<file path="src/design/pspc_pkg.sv">
// Shared types and constants for the print stream page counter.
// Used by pspc_parser and print_stream_page_counter; no dependencies.
package pspc_pkg;

  localparam int CODE_W  = 13;
  localparam int BYTE_W  = 8;
  localparam int PAGE_W  = 17;
  localparam int DEPTH_W = 16;
  localparam int SKIP_W  = 24;
  localparam int LEN_W   = 2;
  localparam int OPHI_W  = 5;
  localparam int OUT_TDATA_W = 24;

  localparam int DEFAULT_HEADER_LIMIT = 256;
  localparam int DEFAULT_COUNT_BITS   = 16;

  localparam logic [CODE_W-1:0] BEGIN_BODY_RESET = 13'd90;
  localparam logic [CODE_W-1:0] END_BODY_RESET   = 13'd91;

  localparam logic [BYTE_W-1:0] SPACE_CHAR = 8'h20;

  // token tags, top three bits of a byte with bit 7 set
  localparam logic [2:0] TAG_SHORT_OP = 3'd4;
  localparam logic [2:0] TAG_LONG_OP  = 3'd5;
  localparam logic [2:0] TAG_SEQ_S    = 3'd6;
  localparam logic [2:0] TAG_SEQ_L    = 3'd7;

  localparam logic [LEN_W-1:0] SEQ_S_LEN_BYTES = 2'd1;
  localparam logic [LEN_W-1:0] SEQ_L_LEN_BYTES = 2'd3;

  // configuration register indexes
  localparam logic CFG_BEGIN_BODY = 1'b0;
  localparam logic CFG_END_BODY   = 1'b1;

  typedef enum logic [2:0] {
    MODE_HEADER,
    MODE_TOKEN,
    MODE_NUMLO,
    MODE_OPLO,
    MODE_LEN,
    MODE_SKIP
  } mode_t;

  typedef struct packed {
    logic              last;
    logic [PAGE_W-1:0] page_total;
    logic              truncated;
  } result_t;

endpackage

</file>
<file path="src/design/pspc_parser.sv">
// Byte tokenizer and body counter: header skip, token decode, nesting depth.
// Depends on pspc_pkg.
module pspc_parser #(
  parameter int HEADER_LIMIT = pspc_pkg::DEFAULT_HEADER_LIMIT,
  parameter int COUNT_BITS   = pspc_pkg::DEFAULT_COUNT_BITS
) (
  input  logic                          clk,
  input  logic                          rst,
  input  logic                          step,
  input  logic [pspc_pkg::BYTE_W-1:0]   data_byte,
  input  logic                          final_byte,
  input  logic [pspc_pkg::CODE_W-1:0]   begin_code,
  input  logic [pspc_pkg::CODE_W-1:0]   end_code,
  output pspc_pkg::result_t             res
);
  import pspc_pkg::*;

  localparam int HDR_W = $clog2(HEADER_LIMIT + 1);
  localparam int EXT_W = (COUNT_BITS > PAGE_W) ? COUNT_BITS : PAGE_W;

  mode_t                 mode, mode_next;
  logic [HDR_W-1:0]      header_seen, header_seen_next;
  logic [OPHI_W-1:0]     op_hi, op_hi_next;
  logic [LEN_W-1:0]      len_left, len_left_next;
  logic [SKIP_W-1:0]     skip_rem, skip_rem_next;
  logic [DEPTH_W-1:0]    depth, depth_next;
  logic [COUNT_BITS-1:0] body_total, body_total_next;

  logic [CODE_W-1:0]     code;
  logic [EXT_W-1:0]      total_ext;

  always_ff @(posedge clk) begin
    if (rst) begin
      mode        <= MODE_HEADER;
      header_seen <= '0;
      op_hi       <= '0;
      len_left    <= '0;
      skip_rem    <= '0;
      depth       <= '0;
      body_total  <= '0;
    end else if (step) begin
      if (final_byte) begin
        mode        <= MODE_HEADER;
        header_seen <= '0;
        op_hi       <= '0;
        len_left    <= '0;
        skip_rem    <= '0;
        depth       <= '0;
        body_total  <= '0;
      end else begin
        mode        <= mode_next;
        header_seen <= header_seen_next;
        op_hi       <= op_hi_next;
        len_left    <= len_left_next;
        skip_rem    <= skip_rem_next;
        depth       <= depth_next;
        body_total  <= body_total_next;
      end
    end
  end

  always_comb begin
    mode_next        = mode;
    header_seen_next = header_seen;
    op_hi_next       = op_hi;
    len_left_next    = len_left;
    skip_rem_next    = skip_rem;
    depth_next       = depth;
    body_total_next  = body_total;
    code             = {op_hi, data_byte};

    unique case (mode)
      MODE_HEADER: begin
        header_seen_next = header_seen + HDR_W'(1);
        if (data_byte == SPACE_CHAR || header_seen_next >= HDR_W'(HEADER_LIMIT))
          mode_next = MODE_TOKEN;
      end
      MODE_TOKEN: begin
        if (!data_byte[7]) begin
          mode_next = MODE_NUMLO;
        end else begin
          unique case (data_byte[7:5])
            TAG_LONG_OP: begin
              op_hi_next = data_byte[OPHI_W-1:0];
              mode_next  = MODE_OPLO;
            end
            TAG_SEQ_S: begin
              skip_rem_next = '0;
              len_left_next = SEQ_S_LEN_BYTES;
              mode_next     = MODE_LEN;
            end
            TAG_SEQ_L: begin
              skip_rem_next = '0;
              len_left_next = SEQ_L_LEN_BYTES;
              mode_next     = MODE_LEN;
            end
            default: ;  // short operator
          endcase
        end
      end
      MODE_NUMLO: mode_next = MODE_TOKEN;
      MODE_OPLO: begin
        // begin wins when both codes match
        if (code == begin_code) begin
          depth_next = depth + DEPTH_W'(1);
        end else if (code == end_code) begin
          depth_next = depth - DEPTH_W'(1);
          if (depth_next == '0 && !(&body_total))
            body_total_next = body_total + COUNT_BITS'(1);
        end
        mode_next = MODE_TOKEN;
      end
      MODE_LEN: begin
        skip_rem_next = {skip_rem[SKIP_W-BYTE_W-1:0], data_byte};
        len_left_next = len_left - LEN_W'(1);
        if (len_left_next == '0)
          mode_next = (skip_rem_next == '0) ? MODE_TOKEN : MODE_SKIP;
      end
      MODE_SKIP: begin
        if (skip_rem != '0)
          skip_rem_next = skip_rem - SKIP_W'(1);
        if (skip_rem_next == '0)
          mode_next = MODE_TOKEN;
      end
      default: mode_next = MODE_HEADER;
    endcase
  end

  assign total_ext = EXT_W'(body_total_next);

  always_comb begin
    res.last = final_byte;
    if (mode_next != MODE_TOKEN) begin
      res.page_total = '1;
      res.truncated  = 1'b1;
    end else begin
      res.page_total = PAGE_W'(total_ext - EXT_W'(1));
      res.truncated  = 1'b0;
    end
  end

endmodule

</file>
<file path="src/design/print_stream_page_counter.sv">
// Top level of the print stream page counter: stream ports, config registers,
// result register. Depends on pspc_pkg and pspc_parser.

// Takes one file byte per beat on the s_ side, s_tlast marking the file's
// last byte, and gives one beat on the m_ side per file: the count of
// top-level bodies minus one (signed, 17 bits, in m_tdata[16:0]) and in
// m_tuser a flag set when the file ended inside the header or a token, in
// which case the count reads -1. A byte is taken every cycle; the parser
// updates its state in the cycle the byte is accepted and the result is
// held in a single output register, so input stalls only while that
// register is full and m_tready is low. The body code registers are
// written through the cfg port (index 0 begin-body, index 1 end-body) and
// should change only between files.
module print_stream_page_counter #(
  parameter int HEADER_LIMIT = pspc_pkg::DEFAULT_HEADER_LIMIT,
  parameter int COUNT_BITS   = pspc_pkg::DEFAULT_COUNT_BITS
) (
  input  logic                               clk,
  input  logic                               rst,
  input  logic                               s_tvalid,
  output logic                               s_tready,
  input  logic [pspc_pkg::BYTE_W-1:0]        s_tdata,  // [7:0] data_byte
  input  logic                               s_tlast,  // final_byte
  output logic                               m_tvalid,
  input  logic                               m_tready,
  output logic [pspc_pkg::OUT_TDATA_W-1:0]   m_tdata,  // [16:0] page_total, rest zero
  output logic                               m_tuser,  // [0] truncated
  input  logic                               cfg_valid,
  output logic                               cfg_ready,
  input  logic                               cfg_index,
  input  logic [pspc_pkg::CODE_W-1:0]        cfg_data
);
  import pspc_pkg::*;

  logic [CODE_W-1:0] begin_code;
  logic [CODE_W-1:0] end_code;
  logic              step;
  result_t           res;
  logic [PAGE_W-1:0] page_total;
  logic              truncated;

  assign cfg_ready = 1'b1;
  assign s_tready  = !m_tvalid || m_tready;
  assign step      = s_tvalid && s_tready;

  always_ff @(posedge clk) begin
    if (rst) begin
      begin_code <= BEGIN_BODY_RESET;
      end_code   <= END_BODY_RESET;
    end else if (cfg_valid && cfg_ready) begin
      unique case (cfg_index)
        CFG_BEGIN_BODY: begin_code <= cfg_data;
        CFG_END_BODY:   end_code   <= cfg_data;
        default: ;
      endcase
    end
  end

  pspc_parser #(
    .HEADER_LIMIT(HEADER_LIMIT),
    .COUNT_BITS  (COUNT_BITS)
  ) u_parser (
    .clk       (clk),
    .rst       (rst),
    .step      (step),
    .data_byte (s_tdata),
    .final_byte(s_tlast),
    .begin_code(begin_code),
    .end_code  (end_code),
    .res       (res)
  );

  always_ff @(posedge clk) begin
    if (rst) begin
      m_tvalid <= 1'b0;
    end else if (step) begin
      m_tvalid <= res.last;
    end else if (m_tready) begin
      m_tvalid <= 1'b0;
    end
  end

  always_ff @(posedge clk) begin
    if (step && res.last) begin
      page_total <= res.page_total;
      truncated  <= res.truncated;
    end
  end

  assign m_tdata = OUT_TDATA_W'(page_total);
  assign m_tuser = truncated;

endmodule
</file>
<file path="config.mk">
export PLATFORM = sky130hd
export DESIGN_NAME = print_stream_page_counter
export DESIGN_NICKNAME = d
export VERILOG_FILES = /design/src/design/pspc_pkg.sv /design/src/design/pspc_parser.sv /design/src/design/print_stream_page_counter.sv
export SDC_FILE = /design/constraint.sdc
export NUM_CORES = 1
export LEC_CHECK = 0
export ABC_AREA = 0
export BUFFER_PORTS_ARGS = -buffer_cell sky130_fd_sc_hd__buf_2
export CORE_MARGIN = 10
export CORE_UTILIZATION = 58
export CTS_CLUSTER_DIAMETER = 200
export DETAILED_ROUTE_END_ITERATION = 16
export MAX_ROUTING_LAYER = met4
export PLACE_DENSITY = 0.87
export SLEW_MARGIN = 20
export SYNTH_ARGS = -nofsm -noshare
export SYNTH_HDL_FRONTEND = slang
export SYNTH_SLANG_ARGS = --single-unit
</file>
<file path="constraint.sdc">
create_clock -name clk -period 5.2 [get_ports clk]
set_input_delay 0.26 -clock clk [delete_from_list [all_inputs] [get_ports clk]]
set_output_delay 0.26 -clock clk [all_outputs]
set_load 0.01 [all_outputs]
</file>
==> impl_metrics.json, run 1 <==
{
  "synth_cells": 1008,
  "slew_headroom_pct": 32.6,
  "coreArea_um2": 13200,
  "slowest_stage": "a2111oi_4",
  "timing_hold_violations_final": 0,
  "yosys.area.top_type_share_pct": 26.1,
  "syn_area_per_cell_um2": 7.76,
  "ys.flop_type": "dfxtp_1",
  "crit_chain": "inv_1 -> ha_1 -> o21bai_1 -> a41oi_1 -> a211oi_2 -> nor4_4 -> and4_4 -> mux2i_1 -> ha_1 -> inv_1 -> a2111oi_4 -> and4_1 -> o21ai_1",
  "critical-path-max-stage-delay_ns": 0.59,
  "reg2reg_depth": 13,
  "fin_skew_ns": 0.00831,
  "vias_per_cell": 6.38,
  "grt_max_degree": 90,
  "power_w": 0.00228,
  "min_path_type": "primary input to flop",
  "cts.sinks": 120,
  "power.share.switching_pct": 24.1,
  "num_vias": 7628,
  "drc": 0,
  "final.period_utilization_pct": 78.3,
  "drive_gt1_share_pct": 12.5,
  "synth.distinct_cells": 80,
  "synth_edf_count": 18,
  "ant_nets": 0,
  "leakagePower_nw": 3.22,
  "place_area_um2": 7980,
  "synth_area_um2": 7820,
  "antenna_found_initial": 0,
  "synth_warnings": 0,
  "dr_wl_met3_mm": 1.33,
  "clk-insertion-delay-late_ns": 0.43,
  "drv_cap": 0,
  "p_per_area_nw_per_um2": 266,
  "ys_ff_latch": 120,
  "async_flop_share_pct": 0,
  "internal_power_w": 0.00173,
  "power.switching_w": 0.000549,
  "setup_violations": 0,
  "top_layer": "met4",
  "portBuffers": 47,
  "critPathTopFamily": "compound AO/OA/AOI/OAI gates",
  "setup_tns_ns": 0,
  "drt_pass1_iterations": 6,
  "cts_tree": "built",
  "die_y_um": 136,
  "cts_buffer_depth": 2,
  "syn_to_final_growth_pct": 9.71,
  "std_cell_rows": 42,
  "peakVddDrop_mv": 0.243,
  "htreeDepth": 4,
  "seqPwrFrac_pct": 42.4,
  "place.gp.congestion": 0.985,
  "wirelength_met1_mm": 8.29,
  "endpoint_kind": "flop",
  "yosys-top-cells-area": "dfxtp_1 26%, edfxtp_1 6.9%, nand2_1 6.2%",
  "finalCoreUtilization_pct": 64.8,
  "grt_usage_pct": 22.3,
  "final_area_um2": 8580,
  "critPathKind": "flop to flop",
  "clkTransAtPathRegs_ns": 0.06,
  "root_buffer": "clkbuf_16",
  "grt_pass1_wl_mm": 33.3,
  "status": "complete, no violations",
  "synth_area_leader_cell": "dfxtp_1",
  "post_drt_wl_per_cell_um": 16.7,
  "achievable-frequency_ghz": 0.246,
  "ys_seq_area_share_pct": 33.0,
  "crit_arrival_ns": 4.24,
  "slew_viol_final": 0,
  "whs_path_depth": 3,
  "die_x_um": 136,
  "finalWorstSetupSlack_ns": 1.13,
  "global_route.overflow_total": 0,
  "antenna-diode-count": 0,
  "wl_met2_mm": 9.69,
  "finalNetCount": 1043,
  "crit_fanout": 12,
  "startpoint_type": "flop",
  "cts_setup_buffers": 0,
  "place_ws_ns": 1.19,
  "dp_hpwl_mm": 13.8,
  "clkPwrFrac_pct": 52.1,
  "dieArea_um2": 18500,
  "crit_buf_inv": 2,
  "grt_pass1_vias": 6957,
  "start_util_pct": 59.0,
  "path_depth": 13,
  "tightestPinTransition_ns": 1.01,
  "numCtsBuffers": 17,
  "required_ns": 5.37,
  "pwr-share-comb_pct": 5.5,
  "grt_setup_unrepaired": "no",
  "period_minus_slack_ns": 4.07,
  "ctsHoldBuffers": 0,
  "post_cts_resize_count": 0,
  "first_iter_violations": 745,
  "routed_wl_mm": 19.9,
  "pin_count": 56
}
[worst paths after layout]
path / startpoint / to / slack (ns)
max: u_parser.depth[0] / page_total[10] / 1.13
max reg2reg: u_parser.depth[0] / page_total[10] / 1.13
min reg2reg: end_code[7] / end_code[7] / 0.47
min: cfg_data[3] / begin_code[3] / 0.06
[cell usage after synthesis (15+ instances only)]
cell type and count:
nand2_1 130, nor2_1 108, edfxtp_1 18, a22oi_1 40, nand3b_1 15, nor3_1 30
nor4_1 16, nand4_1 23, dfxtp_1 102, clkbuf_1 56, xnor2_1 44, xor2_1 23
a21oi_1 60, nand3_1 28, or3_1 15, o21ai_0 61, inv_1 17
[state kept, by name, summed over array words and instances (netlist names), 5 cells and up]
name and cells:
u_parser.skip_rem 24, page_total 17, u_parser.body_total 16, u_parser.depth 16, begin_code 13, end_code 13, u_parser.header_seen 9, u_parser.op_hi 5
[power groups by stage]
stage               Combinational [W]  Sequential, W  Clock (W)
floorplan                   0.0000839       0.000988          0
global placement             0.000121       0.000986          0
detailed placement           0.000123       0.000987          0
CTS                          0.000124       0.000967    0.00120
global route                 0.000138       0.000968    0.00124
finish                       0.000124       0.000967    0.00119
[metal layers]
layer  vias up  track usage [%]
li1       3628                -
met1      3588             25.7
met2       351             36.5
met3        61             5.02
met4         0             9.70
met5         -                -
[area by class of cell]
class | instances | area (µm²)
multi-input combinational | 797 | 4830
fill | 1153 | 4660
sequential | 120 | 2580
clock buffer | 19 | 453
timing repair buffer | 53 | 280
tap | 176 | 220
clock inverter | 13 | 145
inverter | 18 | 67.6
[cell families after synthesis]
logic type                 after synthesis  share of synthesized area, %
AOI/OAI and AO/OA                      235                          19.4
xor gates and xnor gates                67                          7.51
adders and majority gates                8                          1.28
buffers and inverters                   97                          5.57
DFF                                    120                          33.0
muxes                                   13                          1.71
other                                    2                        0.0961
and+or+nand+nor                        466                          31.4
[per-stage QoR]
| step | std cells | hold slack (ns) |
|---|---|---|
| floorplan | 1014 | 0.381 |
| global placement | 1164 | 0.453 |
| detailed placement | 1164 | 0.461 |
| CTS | 1196 | 0.0513 |
| global route | 1196 | 0.0634 |
| finish | 1196 | 0.0633 |
[worst register-to-register path: stages (launching register included)]
cell	delay (ns)
dfxtp_1	0.52
inv_1	0.08
ha_1	0.33
o21bai_1	0.23
a41oi_1	0.24
a211oi_2	0.08
nor4_4	0.26
and4_4	0.38
mux2i_1	0.31
ha_1	0.30
inv_1	0.13
a2111oi_4	0.59
and4_1	0.30
o21ai_1	0.06
[cells in the final DEF, fill, tap and decap left out, types with 6 or more instances in the layout]
cell       netlist  final
nor3_1          30     30
ha_1             8      8
inv_1           17     17
nand3b_1        15     15
or3_1           15     15
a21oi_1         60     60
and3_1          14     14
and4_1           9      9
mux2i_1         10     10
nand2_1        130    130
xor2_1          23     23
and2_1           7      7
xnor2_1         44     44
clkbuf_16        0     17
nor3b_1          9      9
nor4_1          16     15
nand4_1         23     23
buf_4           10      6
a22oi_1         40     40
or4_1            8      8
nand3_1         28     28
edfxtp_1        18     18
dfxtp_1        102    102
o21a_1           7      7
nor2_1         108    108
nand2b_1         9      9
o22ai_1          7      7
a31oi_1         12     12
o31ai_1          9      9
conb_1           2      8
buf_2            7     47
or2_2            8      8
nor4_2           5      6
o21ai_0         61     61
Note: power is estimated with default switching activity, not from simulation.
==> inputs of run 2 (changes only) <==
- ABC_AREA: 0 -> 1
- CORE_UTILIZATION: 58 -> 55
- clock period: 5.2 -> 3.3 ns (I/O delays scaled with it)
==> run 2 against run 1 <==
Utilization shrank 0.45 points. First-iteration DRC count grew 7.5%. Worst setup slack lost 0.86 ns. Highest routed layer unchanged.
==> impl_metrics.json, run 2 <==
{
  "status": "complete, no violations",
  "async_flop_share_pct": 0,
  "regMostFlops": "u_parser.skip_rem",
  "place_area_um2": 8180,
  "critPathKind": "flop to flop",
  "post_drt_wl_per_cell_um": 13.9,
  "ys_ff_latch": 120,
  "cts_tree": "built",
  "grt_usage_pct": 20.4,
  "root_buffer": "clkbuf_16",
  "pin_count": 56,
  "synth_edf_count": 18,
  "synth_cells": 1199,
  "cts_buffer_depth": 2,
  "grt_pass1_vias": 7173,
  "crit_chain": "inv_2 -> ha_1 -> nand3_4 -> nor2_4 -> nand2_1 -> nand2_1 -> nand2_1 -> nor2_2 -> nand3_2 -> nor2_8 -> nand2_1 -> nand2_1 -> o21ai_1 -> inv_2 -> ha_1 -> nand3_2 -> nor2_1 -> nand2_1 -> nand2_1 -> nand3_1",
  "grt.met2_usage_pct": 33.0,
  "die_x_um": 139,
  "peakVddDrop_mv": 0.341,
  "antenna_found_initial": 0,
  "startpoint": "u_parser.depth[0]",
  "place_ws_ns": 0.143,
  "grt_busiest_layer": "met2",
  "min_path_type": "primary input to flop",
  "fillers": 1209,
  "drc": 0,
  "drt_pass1_iterations": 6,
  "numCtsBuffers": 17,
  "synth.most_common_cell": "nand2_1",
  "yosys-top-cells-area": "dfxtp_1 26%, nand2_1 16%, edfxtp_1 6.9%",
  "ys_seq_area_share_pct": 33.0,
  "final.period_utilization_pct": 91.8,
  "synth_commonest_cells": "340 x nand2_1, 143 x nor2_1, 115 x inv_1, 102 x dfxtp_1, 79 x nand3_1",
  "crit_end": "page_total[14]",
  "portBuffers": 47,
  "ant_nets": 0,
  "required_ns": 3.46,
  "met1_usage_pct": 25.0,
  "slew_viol_final": 0,
  "final_area_um2": 8960,
  "clk-insertion-delay-late_ns": 0.42,
  "fin_skew_ns": 0.00788,
  "rrSetupSlack_ns": 0.27,
  "slowest_stage": "dfxtp_1",
  "clkTransAtPathRegs_ns": 0.06,
  "reg2reg_depth": 20,
  "syn_to_final_growth_pct": 14.6,
  "synth.distinct_cells": 50,
  "dp_hpwl_mm": 13.7,
  "p_per_area_nw_per_um2": 417,
  "global_route.overflow_total": 0,
  "setup_violations": 0,
  "finalWorstSetupSlack_ns": 0.271,
  "drv_cap": 0,
  "layout_common_cells": "340 x nand2_1, 141 x nor2_1, 114 x inv_1",
  "dieArea_um2": 19400,
  "final_cells": 1442,
  "grt_pass1_wl_mm": 33.3,
  "place.gp.congestion": 0.974,
  "synth_area_um2": 7830,
  "critical-path-max-stage-delay_ns": 0.34,
  "r2r-start": "u_parser.depth[0]",
  "synth_area_leader_cell": "dfxtp_1",
  "cpMostUsedCell": "nand2_1",
  "startpoint_type": "flop",
  "ys.flop_type": "dfxtp_1",
  "htreeDepth": 4,
  "final_common_cell": "nand2_1",
  "tightestPinTransition_ns": 0.833,
  "grt_max_degree": 67,
  "placed_cells": 1397,
  "grtUsageMet3_pct": 4.46,
  "largest_register_ffs": 24,
  "start_util_pct": 56.2,
  "coreArea_um2": 13900,
  "die_y_um": 139,
  "hold_ws_ns": 0.0196,
  "period_minus_slack_ns": 3.03,
  "biggestRegsByFlops": "u_parser.skip_rem (24), page_total (17)",
  "std_cell_rows": 43,
  "drive_gt1_share_pct": 11.7,
  "endpoint_kind": "flop",
  "yosys.area.top_type_share_pct": 26.1,
  "cts.sinks": 120,
  "leakagePower_nw": 3.91,
  "crit_fanout": 7,
  "syn_area_per_cell_um2": 6.53,
  "timing_hold_violations_final": 0,
  "num_vias": 7852,
  "r2r-end": "page_total[14]",
  "finalNetCount": 1285,
  "crit_arrival_ns": 3.19,
  "achievable-frequency_ghz": 0.330,
  "vias_per_cell": 5.45,
  "synth_warnings": 0,
  "first_iter_violations": 801,
  "routed_wl_mm": 20.0,
  "slew_headroom_pct": 44.4
}
==> run 2: stage by stage <==
step	TNS [ns]	util (%)	total power [W]
after floorplan	0	-	0.00171
after global placement	0	58.7	0.00177
after detailed placement	0	58.7	0.00177
after CTS	0	64.1	0.00375
after global routing	-0.0751	64.3	0.00384
final	0	64.3	0.00374
==> run 2: report_power, final <==
group          internal (W)  switching, W
Clock               0.00129      0.000687
Combinational     0.0000793      0.000147
Sequential          0.00151     0.0000209
Total               0.00288      0.000854
==> run 2: worst min path at each step <==
stage / start / to / slack, ns / cells past startpoint
finish: cfg_data[7] / begin_code[7] / 0.02 / 3
detailed placement: cfg_data[3] / end_code[3] / 0.40 / 3
global route: cfg_data[7] / begin_code[7] / 0.03 / 3
CTS: cfg_data[7] / begin_code[7] / 0.002 / 3
global placement: cfg_data[3] / end_code[3] / 0.39 / 3
floorplan: cfg_data[3] / end_code[3] / 0.28 / 2
==> run 2: cells by family after synthesis <==
kind of cell | Yosys count | share of synthesized area [%]
and+or+nand+nor | 658 | 37.2
buffers and inverters | 182 | 9.79
AOI/OAI and AO/OA | 175 | 12.5
DFF | 120 | 33.0
xor gates and xnor gates | 54 | 6.14
adders and majority gates | 8 | 1.28
other | 2 | 0.0960
==> run 2: final cells by class <==
type | count | area (µm²) | area share, %
Tap cell | 180 | 225 | 2.51
Clock inverter | 11 | 140 | 1.56
Inverter | 129 | 484 | 5.40
Timing Repair Buffer | 78 | 518 | 5.78
Multi-Input combinational cell | 903 | 4520 | 50.4
Sequential cell | 120 | 2580 | 28.8
Antenna cell | 1 | 2.50 | 0.0279
Clock buffer | 20 | 489 | 5.46
==> run 2: critical path, delay by kind of cell (launching register included) <==
kind / cells / cell delay, ns
simple gates: 15 / 1.62
compound gates: 1 / 0.09
fa+ha+maj: 2 / 0.48
buf+inv: 2 / 0.24
flops: 1 / 0.34
==> run 2: metal layers <==
layer  routed length, µm  share of wire (%)  vias up
met3                1220                6.1       29
met5                   0                  0        -
met1                8830                 44     3570
li1                    -                  -     3982
met4                 229                1.1        0
met2                9720                 49      271
==> run 2: what timing repair did <==
action                                  in CTS  in global routing
endpoints found under the setup margin       0                 15
hold buffers                                12                  0
resized for setup                            0                  7
hold endpoints to repair                    16                  0
setup buffers                                0                  1
